[src/hw/rtl/crcdf_pkg.sv]
// ----------------------------------------------------------------------------
// crcdf_pkg
// Shared types, constants and the bytewise crc-32 update for the deframer.
// ----------------------------------------------------------------------------
package crcdf_pkg;

    localparam int unsigned ByteW    = 8;
    localparam int unsigned CrcW     = 32;
    localparam int unsigned ApbDataW = 32;
    localparam int unsigned ApbAddrW = 3;

    localparam logic [ByteW-1:0] MarkerReset = 8'hAE;
    localparam logic [CrcW-1:0]  CrcPoly     = 32'hEDB8_8320;
    localparam logic [CrcW-1:0]  CrcInit     = 32'hFFFF_FFFF;

    // index of the last expected-crc byte (four bytes, lsb first)
    localparam logic [1:0] CrcLastIdx = 2'd3;

    // register word index on the configuration port
    localparam logic RegStartMarker = 1'b0;

    typedef struct packed {
        logic [ByteW-1:0] out_byte;
        logic             byte_valid;
        logic             frame_end;
        logic             crc_match;
        logic             stray_byte;
    } crcdf_result_t;

    // reflected crc-32, one byte in, eight bit steps
    function automatic logic [CrcW-1:0] crc_add_byte(input logic [CrcW-1:0] crc_in,
                                                     input logic [ByteW-1:0] data);
        logic [CrcW-1:0] crc;
        crc = crc_in ^ {{(CrcW-ByteW){1'b0}}, data};
        for (int k = 0; k < ByteW; k++) begin
            crc = (crc >> 1) ^ (crc[0] ? CrcPoly : '0);
        end
        return crc;
    endfunction

endpackage

[src/hw/rtl/crcdf_apb_regs.sv]
// ----------------------------------------------------------------------------
// crcdf_apb_regs
// APB register file holding the start marker byte.
// ----------------------------------------------------------------------------
module crcdf_apb_regs
    import crcdf_pkg::*;
(
    input  logic                clk,
    input  logic                rst_n,
    input  logic                psel,
    input  logic                penable,
    input  logic                pwrite,
    input  logic [ApbAddrW-1:0] paddr,
    input  logic [ApbDataW-1:0] pwdata,
    output logic [ApbDataW-1:0] prdata,
    output logic                pready,
    output logic [ByteW-1:0]    start_marker
);

    logic [ByteW-1:0] marker_reg;
    logic             wr_en;

    // word index is paddr[2]; low bits select nothing
    assign wr_en  = psel && penable && pwrite && (paddr[2] == RegStartMarker);
    assign pready = 1'b1;

    always_ff @(posedge clk or negedge rst_n)
    begin
        if (!rst_n)
        begin
            marker_reg <= MarkerReset;
        end
        else if (wr_en)
        begin
            marker_reg <= pwdata[ByteW-1:0];
        end
    end

    always_comb
    begin
        unique case (paddr[2])
            RegStartMarker: prdata = {{(ApbDataW-ByteW){1'b0}}, marker_reg};
            default:        prdata = '0;
        endcase
    end

    assign start_marker = marker_reg;

endmodule

[src/hw/rtl/crcdf_parser.sv]
// ----------------------------------------------------------------------------
// crcdf_parser
// Frame phase tracking, expected-crc capture and running crc over payload.
// ----------------------------------------------------------------------------
module crcdf_parser
    import crcdf_pkg::*;
(
    input  logic             clk,
    input  logic             rst_n,
    input  logic             step,
    input  logic [ByteW-1:0] data,
    input  logic [ByteW-1:0] start_marker,
    output crcdf_result_t    res,
    output logic             res_valid
);

    typedef enum logic [1:0] {
        PH_IDLE,
        PH_LENGTH,
        PH_CRC,
        PH_PAYLOAD
    } phase_t;

    phase_t           phase_reg,    phase_next;
    logic [ByteW-1:0] length_reg,   length_next;
    logic [1:0]       crc_idx_reg,  crc_idx_next;
    logic [CrcW-1:0]  exp_crc_reg,  exp_crc_next;
    logic [CrcW-1:0]  run_crc_reg,  run_crc_next;
    logic [ByteW-1:0] count_reg,    count_next;

    logic [CrcW-1:0]  crc_upd;
    logic [ByteW-1:0] count_inc;

    assign crc_upd   = crc_add_byte(run_crc_reg, data);
    assign count_inc = ByteW'(count_reg + 1'b1);

    always_comb
    begin
        phase_next   = phase_reg;
        length_next  = length_reg;
        crc_idx_next = crc_idx_reg;
        exp_crc_next = exp_crc_reg;
        run_crc_next = run_crc_reg;
        count_next   = count_reg;
        res          = '0;
        res_valid    = 1'b0;
        if (step)
        begin
            unique case (phase_reg)
                PH_IDLE:
                begin
                    if (data == start_marker)
                    begin
                        phase_next = PH_LENGTH;
                    end
                    else
                    begin
                        res.stray_byte = 1'b1;
                        res_valid      = 1'b1;
                    end
                end
                PH_LENGTH:
                begin
                    length_next  = data;
                    crc_idx_next = '0;
                    exp_crc_next = '0;
                    run_crc_next = CrcInit;
                    count_next   = '0;
                    phase_next   = PH_CRC;
                end
                PH_CRC:
                begin
                    exp_crc_next = exp_crc_reg
                                 | ({{(CrcW-ByteW){1'b0}}, data} << {crc_idx_reg, 3'b000});
                    crc_idx_next = 2'(crc_idx_reg + 1'b1);
                    if (crc_idx_reg == CrcLastIdx)
                    begin
                        if (length_reg == '0)
                        begin
                            // empty frame closes on the last crc byte
                            phase_next    = PH_IDLE;
                            res.frame_end = 1'b1;
                            res.crc_match = ((run_crc_reg ^ CrcInit) == exp_crc_next);
                            res_valid     = 1'b1;
                        end
                        else
                        begin
                            phase_next = PH_PAYLOAD;
                        end
                    end
                end
                PH_PAYLOAD:
                begin
                    run_crc_next   = crc_upd;
                    count_next     = count_inc;
                    res.out_byte   = data;
                    res.byte_valid = 1'b1;
                    res_valid      = 1'b1;
                    if (count_inc == length_reg)
                    begin
                        phase_next    = PH_IDLE;
                        res.frame_end = 1'b1;
                        res.crc_match = ((crc_upd ^ CrcInit) == exp_crc_reg);
                    end
                end
                default:
                begin
                    phase_next = PH_IDLE;
                end
            endcase
        end
    end

    always_ff @(posedge clk or negedge rst_n)
    begin
        if (!rst_n)
        begin
            phase_reg   <= PH_IDLE;
            length_reg  <= '0;
            crc_idx_reg <= '0;
            exp_crc_reg <= '0;
            run_crc_reg <= CrcInit;
            count_reg   <= '0;
        end
        else
        begin
            phase_reg   <= phase_next;
            length_reg  <= length_next;
            crc_idx_reg <= crc_idx_next;
            exp_crc_reg <= exp_crc_next;
            run_crc_reg <= run_crc_next;
            count_reg   <= count_next;
        end
    end

    a_result_needs_step: assert property (@(posedge clk) disable iff (!rst_n)
        res_valid |-> step)
        else $error("parser result without an input byte");

    a_match_only_at_end: assert property (@(posedge clk) disable iff (!rst_n)
        (res_valid && res.crc_match) |-> res.frame_end)
        else $error("crc match flagged off a frame end");

    a_length_then_crc: assert property (@(posedge clk) disable iff (!rst_n)
        (step && phase_reg == PH_LENGTH) |=> (phase_reg == PH_CRC && crc_idx_reg == '0))
        else $error("length byte did not lead to crc capture");

    a_payload_count_bounded: assert property (@(posedge clk) disable iff (!rst_n)
        (phase_reg == PH_PAYLOAD) |-> (length_reg != '0))
        else $error("payload phase entered with zero length");

endmodule

[src/hw/rtl/crc32_packet_deframer_core.sv]
// ----------------------------------------------------------------------------
// crc32_packet_deframer_core
// Length-prefixed frame receiver with crc-32 check, bytes passed through.
//
//  channel  | handshake                 | payload
//  ---------+---------------------------+----------------------------------
//  input    | in_valid / in_ready       | in_byte
//  output   | out_valid / out_ready     | out_byte, byte_valid, frame_end,
//           |                           | crc_match, stray_byte
//  config   | psel, penable, pwrite     | paddr, pwdata, prdata, pready
//
//  one byte per cycle unless the output stalls; input and result registered
//  throughput is set by the bytewise crc update and phase step
//  rst_n clears the phase, counters, crc state and both stage valids;
//  the start marker resets to 0xae
//  a result held at the output stalls the parser; one more byte is still
//  taken into the input register before in_ready drops
// ----------------------------------------------------------------------------
module crc32_packet_deframer_core
    import crcdf_pkg::*;
(
    input  logic                clk,
    input  logic                rst_n,
    input  logic                in_valid,
    output logic                in_ready,
    input  logic [ByteW-1:0]    in_byte,
    output logic                out_valid,
    input  logic                out_ready,
    output logic [ByteW-1:0]    out_byte,
    output logic                byte_valid,
    output logic                frame_end,
    output logic                crc_match,
    output logic                stray_byte,
    input  logic                psel,
    input  logic                penable,
    input  logic                pwrite,
    input  logic [ApbAddrW-1:0] paddr,
    input  logic [ApbDataW-1:0] pwdata,
    output logic [ApbDataW-1:0] prdata,
    output logic                pready
);

    logic [ByteW-1:0] start_marker;
    logic             s1_valid_reg;
    logic [ByteW-1:0] s1_byte_reg;
    logic             out_valid_reg;
    crcdf_result_t    out_res_reg;
    logic             out_free;
    logic             s1_adv;
    crcdf_result_t    res;
    logic             res_valid;

    crcdf_apb_regs u_regs (
        .clk          (clk),
        .rst_n        (rst_n),
        .psel         (psel),
        .penable      (penable),
        .pwrite       (pwrite),
        .paddr        (paddr),
        .pwdata       (pwdata),
        .prdata       (prdata),
        .pready       (pready),
        .start_marker (start_marker)
    );

    // parser steps only when the output slot can take whatever it makes
    assign out_free = !out_valid_reg || out_ready;
    assign s1_adv   = s1_valid_reg && out_free;
    assign in_ready = !s1_valid_reg || out_free;

    crcdf_parser u_parser (
        .clk          (clk),
        .rst_n        (rst_n),
        .step         (s1_adv),
        .data         (s1_byte_reg),
        .start_marker (start_marker),
        .res          (res),
        .res_valid    (res_valid)
    );

    always_ff @(posedge clk or negedge rst_n)
    begin
        if (!rst_n)
        begin
            s1_valid_reg  <= 1'b0;
            out_valid_reg <= 1'b0;
        end
        else
        begin
            if (in_valid && in_ready)
            begin
                s1_valid_reg <= 1'b1;
            end
            else if (s1_adv)
            begin
                s1_valid_reg <= 1'b0;
            end
            if (out_free)
            begin
                out_valid_reg <= res_valid;
            end
        end
    end

    always_ff @(posedge clk)
    begin
        if (in_valid && in_ready)
        begin
            s1_byte_reg <= in_byte;
        end
        if (res_valid)
        begin
            out_res_reg <= res;
        end
    end

    assign out_valid  = out_valid_reg;
    assign out_byte   = out_res_reg.out_byte;
    assign byte_valid = out_res_reg.byte_valid;
    assign frame_end  = out_res_reg.frame_end;
    assign crc_match  = out_res_reg.crc_match;
    assign stray_byte = out_res_reg.stray_byte;

endmodule

[config.mk]
export PLATFORM = sky130hd
export DESIGN_NAME = crc32_packet_deframer_core
export DESIGN_NICKNAME = d
export VERILOG_FILES = /design/src/hw/rtl/crcdf_pkg.sv /design/src/hw/rtl/crcdf_apb_regs.sv /design/src/hw/rtl/crcdf_parser.sv /design/src/hw/rtl/crc32_packet_deframer_core.sv
export SDC_FILE = /design/constraint.sdc
export NUM_CORES = 1
export LEC_CHECK = 0
export BUFFER_PORTS_ARGS = -buffer_cell sky130_fd_sc_hd__buf_2
export CORE_MARGIN = 2
export CORE_UTILIZATION = 46
export DETAILED_ROUTE_END_ITERATION = 16
export GPL_ROUTABILITY_DRIVEN = 0
export GPL_TIMING_DRIVEN = 0
export PLACE_DENSITY = 0.66
export SYNTH_ARGS = -nofsm -noshare
export SYNTH_HDL_FRONTEND = slang
export SYNTH_SLANG_ARGS = --single-unit
[constraint.sdc]
create_clock -name clk -period 4.6 [get_ports clk]
set_clock_uncertainty 0.1 [all_clocks]
set_input_delay 0.46 -clock clk [delete_from_list [all_inputs] [get_ports clk]]
set_output_delay 0.46 -clock clk [all_outputs]
set_load 0.01 [all_outputs]
==> results of run 1 <==
[path summary, 6_finish.rpt]
path	to	slack (ns)	cells past startpoint
worst max-delay path	crc_match	1.50	7
worst min-delay path	s1_byte_reg[1]	0.11	1
worst max register to register	crc_match	1.50	7
worst min register to register	u_parser.count_reg[7]	0.41	1
max in group asynchronous	u_parser.run_crc_reg[17]	3.28	3
min in group asynchronous	u_parser.count_reg[5]	0.38	2
[Yosys cell counts, types with 11 or more instances]
master    count  area share [%]
mux2_2       16             2.6
xnor2_1      63             8.0
and2_1       14             1.3
dfrtp_1      57              21
nor4_1       12             1.1
nor2_1       59             3.2
a21oi_1      86             6.3
o22a_1       15             1.9
edfxtp_1     20             8.7
o21ai_0      16             1.2
nand2_1      20             1.1
buf_4        25             2.7
dfstp_2      37              14
clkbuf_1     28             1.5
xor2_1       67             8.5
nor2b_1      11             1.0
[kinds of logic after synthesis]
family | Yosys count | synth area share [%]
xor+xnor | 156 | 24.2
fa+ha+maj | 7 | 1.28
mux | 19 | 3.06
flops | 114 | 43.7
buf+inv | 60 | 4.65
compound gates | 136 | 11.7
simple gates | 156 | 11.3
other cells | 2 | 0.109
[per-stage QoR]
stage | instances | utilization [%] | area [um^2] | total power (W)
3_5_place_dp | 904 | 51.3 | 7450 | 0.00570
3_3_place_gp | 902 | 51.0 | 7410 | 0.00560
2_1_floorplan | 673 | - | 6950 | 0.00475
4_1_cts | 937 | 55.5 | 8070 | 0.00706
5_1_grt | 937 | 55.5 | 8070 | 0.00749
6_report | 937 | 55.5 | 8070 | 0.00708
[cells in the final DEF, fill, tap and decap left out, types with 18 or more instances in the layout]
master	count
nand2_1	20
a21oi_1	86
nor2_1	59
edfxtp_1	20
clkbuf_1	32
dfstp_2	37
conb_1	25
buf_2	44
buf_4	26
clkbuf_16	18
xor2_1	67
xnor2_1	63
dfrtp_1	57
[per-layer routing]
metal	vias to the layer above	GRT usage [%]	wire length, um
li1	2364	-	-
met1	2497	31.2	7620
met2	194	36.8	8460
met3	35	5.82	1400
met4	0	9.44	469
met5	-	0	0
[cell type report]
class | instances | area [um^2] | area share, %
Clock inverter | 3 | 40.0 | 0.496
Sequential cell | 114 | 3000 | 37.2
Buffer | 53 | 293 | 3.63
Tap cell | 184 | 230 | 2.85
Timing Repair Buffer | 48 | 277 | 3.43
Multi-Input combinational cell | 499 | 3640 | 45.1
Clock buffer | 29 | 562 | 6.96
Inverter | 7 | 26.3 | 0.326
[power breakdown]
part / internal (W) / switching, W
clock network: 0.000874 / 0.000445
logic: 0.00171 / 0.00217
registers: 0.00149 / 0.000398
[worst max-delay path: cells and delay by family (launching register included)]
family	cells	cell delay (ns)
and+or+nand+nor	2	0.57
DFF	1	0.50
AOI/OAI and AO/OA	2	0.57
xor gates and xnor gates	3	1.21
[repair_timing]
item,CTS,global route
hold buffers,1,0
hold endpoints to repair,16,0
endpoints found under the setup margin,0,0
==> results.toml, run 1 <==
[outcome]
outcome = "finished clean"

[power_and_ir_drop]
ir_worst_vdd_v = 0.000411
power_density_nw_per_um2 = 878
power.leakage_nw = 3.46

[detailed_routing]
ant_nets = 0
firstDrtPassIters = 6
drcViolationCount = 0
vias_per_cell = 5.43
wl_per_cell_um = 19.2
wl_mm = 17.9
drt_iter0_drc = 495
dr_total_vias = 5090

[timing]
rsz0062_at_grt = "no"
slew_viol_final = 0
fin_tns_setup_ns = 0
fin_ws_ns = 1.50
setup_viol = 0
slew_headroom_pct = 18.6
finalCriticalPeriod_ns = 3.10
tightest_slew_ns = 1.21
hold_violations = 0
hold_ws_ns = 0.111
fmaxAchievable_mhz = 323
min_period_over_period_pct = 67.3

[clock_network]
post_cts_buffers = 0
clk_path_buf_depth = 2
cts_max_level = 4
cts_buffers = 17
path_clk_slew_ns = 0.06
cts.repair.resized = 0
clock_latency_ns = 0.42
cts_tree = "done"
clkSinkCount = 114
cts-root-buf = "clkbuf_16"

[setup_path]
crit_fanout = 8
max_stage_delay_ns = 0.64
crit_chain = "xnor2_2 -> xnor2_2 -> xor2_1 -> and3b_1 -> a2111oi_0 -> and4_1 -> a41o_1"
path_class = "flop to flop"
cp.required_ns = 4.78
timing.critical_path.mode_cell = "xnor2_2"
endpoint_kind = "flop"
worstSetupStartpoint = "s1_byte_reg[5]"
worst_setup_path_start_kind = "flop"
critical-path-slowest-cell = "xnor2_2"
cp.arrival_ns = 3.27
r2r-start = "s1_byte_reg[5]"

[global_route]
grt_antenna_before_repair = 0
grt_use_total_pct = 23.4
grt_max_degree = 74
grt_pass1_wl_mm = 28.2
overflow = 0
grt_pass1_vias = 5091

[logic_synthesis]
synth-edff-count = 20
synth_seq_cells = 114
synth_seq_area_share_pct = 43.7
synthCells = 650
postSynthAreaPerCell_um2 = 10.6
synth-async-reset-ratio_pct = 82.5
synth.cell_area_um2 = 6870
dominantRegCellSynth = "dfrtp_1"
synth_warnings = 0
synth_cell_types = 53

[die]
die_area_um2 = 15900
core_um2 = 14500
die_width_um = 126
row_count = 44
initial_core_util_pct = 47.2
dieHeight_um = 126
io_pins = 97

[layout]
filler_cell_count = 1279
drive_gt1_share_pct = 23.1
diodes = 0
area_growth_syn_to_layout_pct = 17.5
nets = 797

[min_path]
hp-class = "primary input to flop"
hp-start = "in_byte[1]"

[job]
maxCapViolCount = 0

[placed_design]
post-place-ws_ns = 1.53
portBuffers = 45
dp_hpwl_mm = 13.0
(Power assumes the default switching activity.)
==> run 2: changes to the inputs <==
- PLACE_DENSITY: 0.66 -> 0.69
- clock period: 4.6 -> 2.5 ns (I/O delays scaled with it)
==> run 2 against run 1 <==
  * The flow now finishes with violations (setup timing)
  * Maximum frequency up 7.0%
  * Non-clock buffer count up 66
  * Sequential share of layout area down 4.5 points
  * Final cell count up 7.2%
  * Final area up 14%
  * Routed wire length up 16%
  * Power up 120%
  * Count of clock-buffer cells in the layout down 8
  * Combinational power up 150%
  * Sequential cell count unchanged
  * Critical endpoint unchanged
==> results.toml, run 2 (synthesized netlist as in run 1, its figures left out) <==
[power_and_ir_drop]
power_frac_clock_pct = 16.8
ir_worst_vdd_v = 0.000877
switching_share_pct = 42.1
combPwrFrac_pct = 60.7
intPower_w = 0.00909
power_density_nw_per_um2 = 1710
p_sw_w = 0.00660
power.leakage_nw = 3.94
power_frac_seq_pct = 22.5

[min_path]
hp-class = "primary input to flop"

[layout]
diodes = 0
final_cell_mix = "a21oi_1, buf_4, xor2_1, nor2_1"
nets = 864
drive_gt1_share_pct = 34.0
mostFrequentLayoutCell = "a21oi_1"
area_growth_syn_to_layout_pct = 33.8
stdcell_count = 1004

[outcome]
outcome = "finished with violations"
violations = "setup timing"

[timing]
rsz0062_at_grt = "yes"
slew_headroom_pct = 50.9
min_period_over_period_pct = 116
tightest_slew_ns = 0.736
fin_tns_setup_ns = -0.392
fmaxAchievable_mhz = 346
fin_ws_ns = -0.392
hold_violations = 0
slew_viol_final = 0
setup_viol = 1
hold_ws_ns = 0.0315
finalCriticalPeriod_ns = 2.89

[detailed_routing]
ant_nets = 0
firstDrtPassIters = 8
drcViolationCount = 0
wl_per_cell_um = 20.7
dr_total_vias = 5749
wl_mm = 20.8
drt_iter0_drc = 501
vias_per_cell = 5.73

[setup_path]
endpoint_kind = "flop"
crit_fanout = 10
cp.required_ns = 2.68
cp.arrival_ns = 3.07
critical-path-slowest-cell = "clkbuf_1"
crit_chain = "clkbuf_1 -> a21oi_1 -> xor2_1 -> nor4_1 -> nand4_1 -> nor3_1 -> a41o_1"
critPathBufInv = 1
path_class = "flop to flop"
path_delay_family = "simple AND/OR/NAND/NOR gates"
worst_setup_path_start_kind = "flop"
ff2ff_setup_slack_ns = -0.39
max_stage_delay_ns = 0.56

[die]
die_width_um = 126
dieHeight_um = 126
core_um2 = 14500
initial_core_util_pct = 47.2
die_area_um2 = 15900
row_count = 44
io_pins = 97

[placed_design]
portBuffers = 45
place_inst = 903
dp_hpwl_mm = 12.9

[clock_network]
cts_buffers = 17
clkSinkCount = 114
clk_path_buf_depth = 2
clock_latency_ns = 0.43
path_clk_slew_ns = 0.06
cts_tree = "done"
cts-root-buf = "clkbuf_16"
cts_max_level = 4

[global_route]
grt_pass1_wl_mm = 31.5
grt_pass1_vias = 5756
grt_use_total_pct = 26.0
grt_max_degree = 49
grt_antenna_before_repair = 0
overflow = 0

[job]
maxCapViolCount = 0
==> run 2: cell count changes in the layout (fill, tap and decap cells not counted), moves of 4 or more <==
cell / change
xor2_1: -7
xor2_4: +9
clkbuf_1: -15
bufinv_16: +4
clkbuf_8: -7
dlygate4sd3_1: +17
xnor2_4: +7
buf_4: +44
clkbuf_2: +8
xnor2_1: -9
buf_12: +6
buf_6: +4
==> run 2: area by class of cell <==
| cell class | count | area [um^2] |
|---|---|---|
| Fill cell | 1065 | 5350 |
| Multi-Input combinational cell | 500 | 4070 |
| Inverter | 7 | 26.3 |
| Buffer | 49 | 299 |
| Clock inverter | 11 | 185 |
| Tap cell | 184 | 230 |
| Timing Repair Buffer | 118 | 935 |
| Clock buffer | 21 | 440 |
| Sequential cell | 114 | 3000 |
==> run 2: worst reg2reg max path, cell delays in order, from the launching register on <==
cell      delay [ns]
edfxtp_1        0.49
clkbuf_1        0.56
a21oi_1         0.18
xor2_1          0.18
nor4_1          0.53
nand4_1         0.24
nor3_1          0.27
a41o_1          0.19
==> run 2: final timing paths <==
| kind | startpoint | depth (start not counted) | endpoint |
|---|---|---|---|
| worst max-delay path | s1_byte_reg[7] | 7 | crc_match |
| min in group asynchronous | rst_n | 2 | u_parser.count_reg[6] |
| worst min-delay path | out_ready | 4 | s1_valid_reg |
| max in group asynchronous | rst_n | 3 | u_parser.run_crc_reg[16] |
| worst min register to register | u_parser.count_reg[7] | 1 | u_parser.count_reg[7] |
| worst max register to register | s1_byte_reg[7] | 7 | crc_match |
==> run 2: timing repair <==
action,4_1_cts,5_1_grt
gates cloned,1,0
setup endpoints to repair,18,58
gates resized for setup,49,42
hold buffers,18,0
hold endpoints to repair,48,0
pin swaps,23,14
setup buffers,45,9
==> run 2: stage by stage <==
step | utilization (%) | power (W) | instance area [um^2] | setup WS [ns]
finish | 63.2 | 0.0157 | 9190 | -0.392
global route | 63.2 | 0.0164 | 9190 | -0.289
CTS | 61.6 | 0.0147 | 8960 | -0.154
detailed placement | 51.2 | 0.0104 | 7440 | -0.647
global placement | 51.0 | 0.0103 | 7410 | -0.597
floorplan | - | 0.00874 | 6960 | -0.0461
==> run 2: power groups by stage <==
stage / Sequential [W] / Combinational, W / Clock [W]
3_3_place_gp: 0.00344 / 0.00684 / 0
3_5_place_dp: 0.00347 / 0.00698 / 0
4_1_cts: 0.00348 / 0.00863 / 0.00264
6_report: 0.00354 / 0.00952 / 0.00263
5_1_grt: 0.00360 / 0.0101 / 0.00274
2_1_floorplan: 0.00331 / 0.00543 / 0
==> run 2: per-layer routing <==
metal  GRT usage (%)  part of all wire (%)
met3            5.61                   8.1
met2            42.8                    49
met1            32.6                    38
met4            12.9                   4.5
met5               0                     0
==> run 3: changes to the inputs <==
- CELL_PAD_IN_SITES_DETAIL_PLACEMENT: not set -> 0
- CELL_PAD_IN_SITES_GLOBAL_PLACEMENT: not set -> 1
- CORE_UTILIZATION: 46 -> 42
- CTS_BUF_LIST: not set -> sky130_fd_sc_hd__clkbuf_4 sky130_fd_sc_hd__clkbuf_8
- PLACE_DENSITY: 0.69 -> not set
- PLACE_DENSITY_LB_ADDON: not set -> 0.1
==> run 3 against run 2 <==
  * The run still ends with setup timing left
  * Hold slack improved by 0.060 ns
  * Non-clock buffer count is 14 higher
  * Combinational power up 3.7%
  * Sequential share of layout area barely moved
  * Clock power shrank 27%
  * Critical path type unchanged
==> results.toml, run 3 (synthesized netlist as in run 1, its figures left out) <==
[detailed_routing]
wl_per_cell_um = 19.2
vias_per_cell = 5.09
dr_total_vias = 5343
drt_iter0_drc = 360
ant_nets = 0
wl_mm = 20.1
drcViolationCount = 0
firstDrtPassIters = 5

[power_and_ir_drop]
ir_worst_vdd_v = 0.000643
p_total_w = 0.0153
power.leakage_nw = 3.97
power_density_nw_per_um2 = 1670

[outcome]
outcome = "finished with violations"
violations = "setup timing"

[timing]
finalCriticalPeriod_ns = 2.74
setup_viol = 1
min_period_over_period_pct = 110
fin_tns_setup_ns = -0.239
slew_headroom_pct = 52.8
tightest_slew_ns = 0.705
fmaxAchievable_mhz = 365
hold_violations = 0
fin_ws_ns = -0.239
slew_viol_final = 0
rsz0062_at_grt = "yes"

[placed_design]
portBuffers = 45
dp_hpwl_mm = 13.9
post-place-ws_ns = -0.824

[setup_path]
worstSetupStartpoint = "u_parser.run_crc_reg[5]"
r2r-start = "u_parser.run_crc_reg[5]"
max_stage_delay_ns = 0.61
ff2ff_setup_slack_ns = -0.24
path_delay_family = "XOR/XNOR gates"
reg2reg_to = "crc_match"
cp.required_ns = 2.60
crit_chain = "xor2_4 -> xnor3_2 -> buf_6 -> xor2_2 -> xnor2_2 -> xor2_1 -> nor2_1 -> a41o_1"
path_class = "flop to flop"
endpoint_kind = "flop"
worst_setup_path_start_kind = "flop"
critPathBufInv = 1
critical-path-slowest-cell = "dfstp_2"
crit_fanout = 3
r2r_cells = 8
cp.arrival_ns = 2.84

[die]
die_area_um2 = 17400
dieHeight_um = 132
initial_core_util_pct = 43.1
core_um2 = 15900
row_count = 46
die_width_um = 132
io_pins = 97

[clock_network]
cts-root-buf = "clkbuf_8"
clock_latency_ns = 0.46
cts_buffers = 17
cts_tree = "done"
path_clk_slew_ns = 0.07
clkSinkCount = 114
cts_max_level = 4
clk_path_buf_depth = 2

[global_route]
grt_antenna_before_repair = 0
grt_pass1_wl_mm = 30.5
overflow = 0
grt_pass1_vias = 5292
grt_max_degree = 58
grt_use_total_pct = 23.4

[min_path]
hp-start = "out_ready"
whs_path_depth = 3
hp-class = "primary input to flop"
holdPathEnd = "out_valid"

[job]
maxCapViolCount = 0

[layout]
drive_gt1_share_pct = 36.0
final_cell_mix = "a21oi_1, buf_4, xor2_1, nor2_1, dfrtp_1"
fin_util_pct = 57.6
diodes = 0
mostFrequentLayoutCell = "a21oi_1"
nets = 877
filler_cell_count = 1394
area_growth_syn_to_layout_pct = 33.7
==> run 3: cell types whose count changed in the layout (fill, tap and decap cells not counted), sizes merged <==
| cell | previous run | this run |
|---|---|---|
| buf | 126 | 140 |
| clkbuf | 44 | 42 |
| clkinv | 4 | 6 |
| bufinv | 5 | 4 |
| dlygate4sd3 | 18 | 19 |
| nor3 | 8 | 7 |
==> run 3: final cells by class <==
| class | instances | area (um^2) | area share [%] |
|---|---|---|---|
| Sequential cell | 114 | 3000 | 32.7 |
| Buffer | 49 | 295 | 3.22 |
| Inverter | 7 | 26.3 | 0.286 |
| Multi-Input combinational cell | 499 | 4120 | 44.9 |
| Clock inverter | 12 | 164 | 1.78 |
| Timing Repair Buffer | 132 | 1040 | 11.3 |
| Clock buffer | 20 | 263 | 2.86 |
| Tap cell | 216 | 270 | 2.94 |
==> run 3: worst max path at each step <==
| stage | end | cells after the start |
|---|---|---|
| final | crc_match | 8 |
| after global placement | crc_match | 6 |
| after global routing | crc_match | 8 |
| after detailed placement | crc_match | 6 |
| after floorplan | crc_match | 6 |
| after CTS | crc_match | 7 |
==> run 3: layer usage <==
metal  global-route usage, %  share of wire, %
met1                    30.2                43
met2                    38.7                49
met5                       0                 0
met3                    4.31               5.5
met4                    9.72               2.4
==> run 3: worst register-to-register path: stages, from the launching register on <==
cell	delay [ns]
dfstp_2	0.61
xor2_4	0.21
xnor3_2	0.53
buf_6	0.15
xor2_2	0.15
xnor2_2	0.20
xor2_1	0.17
nor2_1	0.08
a41o_1	0.27
==> run 3: what timing repair did <==
action	4_1_cts	5_1_grt
pin swaps	23	30
resized for setup	44	53
setup buffers	46	21
setup endpoints to repair	31	58
endpoints found under the hold margin	41	0
hold buffers	19	0
==> run 3: power by group <==
part / total [W] / switching [W] / leakage [nW] / internal (W)
Combinational: 0.00987 / 0.00496 / 2.42 / 0.00491
Sequential: 0.00351 / 0.000772 / 1.33 / 0.00274
Clock: 0.00192 / 0.000798 / 0.217 / 0.00112
==> run 3: metrics by stage <==
stage | hold WS [ns] | instances | instance area, um^2
after floorplan | -0.146 | 673 | 6960
after global placement | 0.327 | 934 | 7450
after detailed placement | 0.164 | 935 | 7480
after CTS | 0.0675 | 1029 | 8770
after global routing | 0.162 | 1049 | 9180
final | 0.0917 | 1049 | 9180
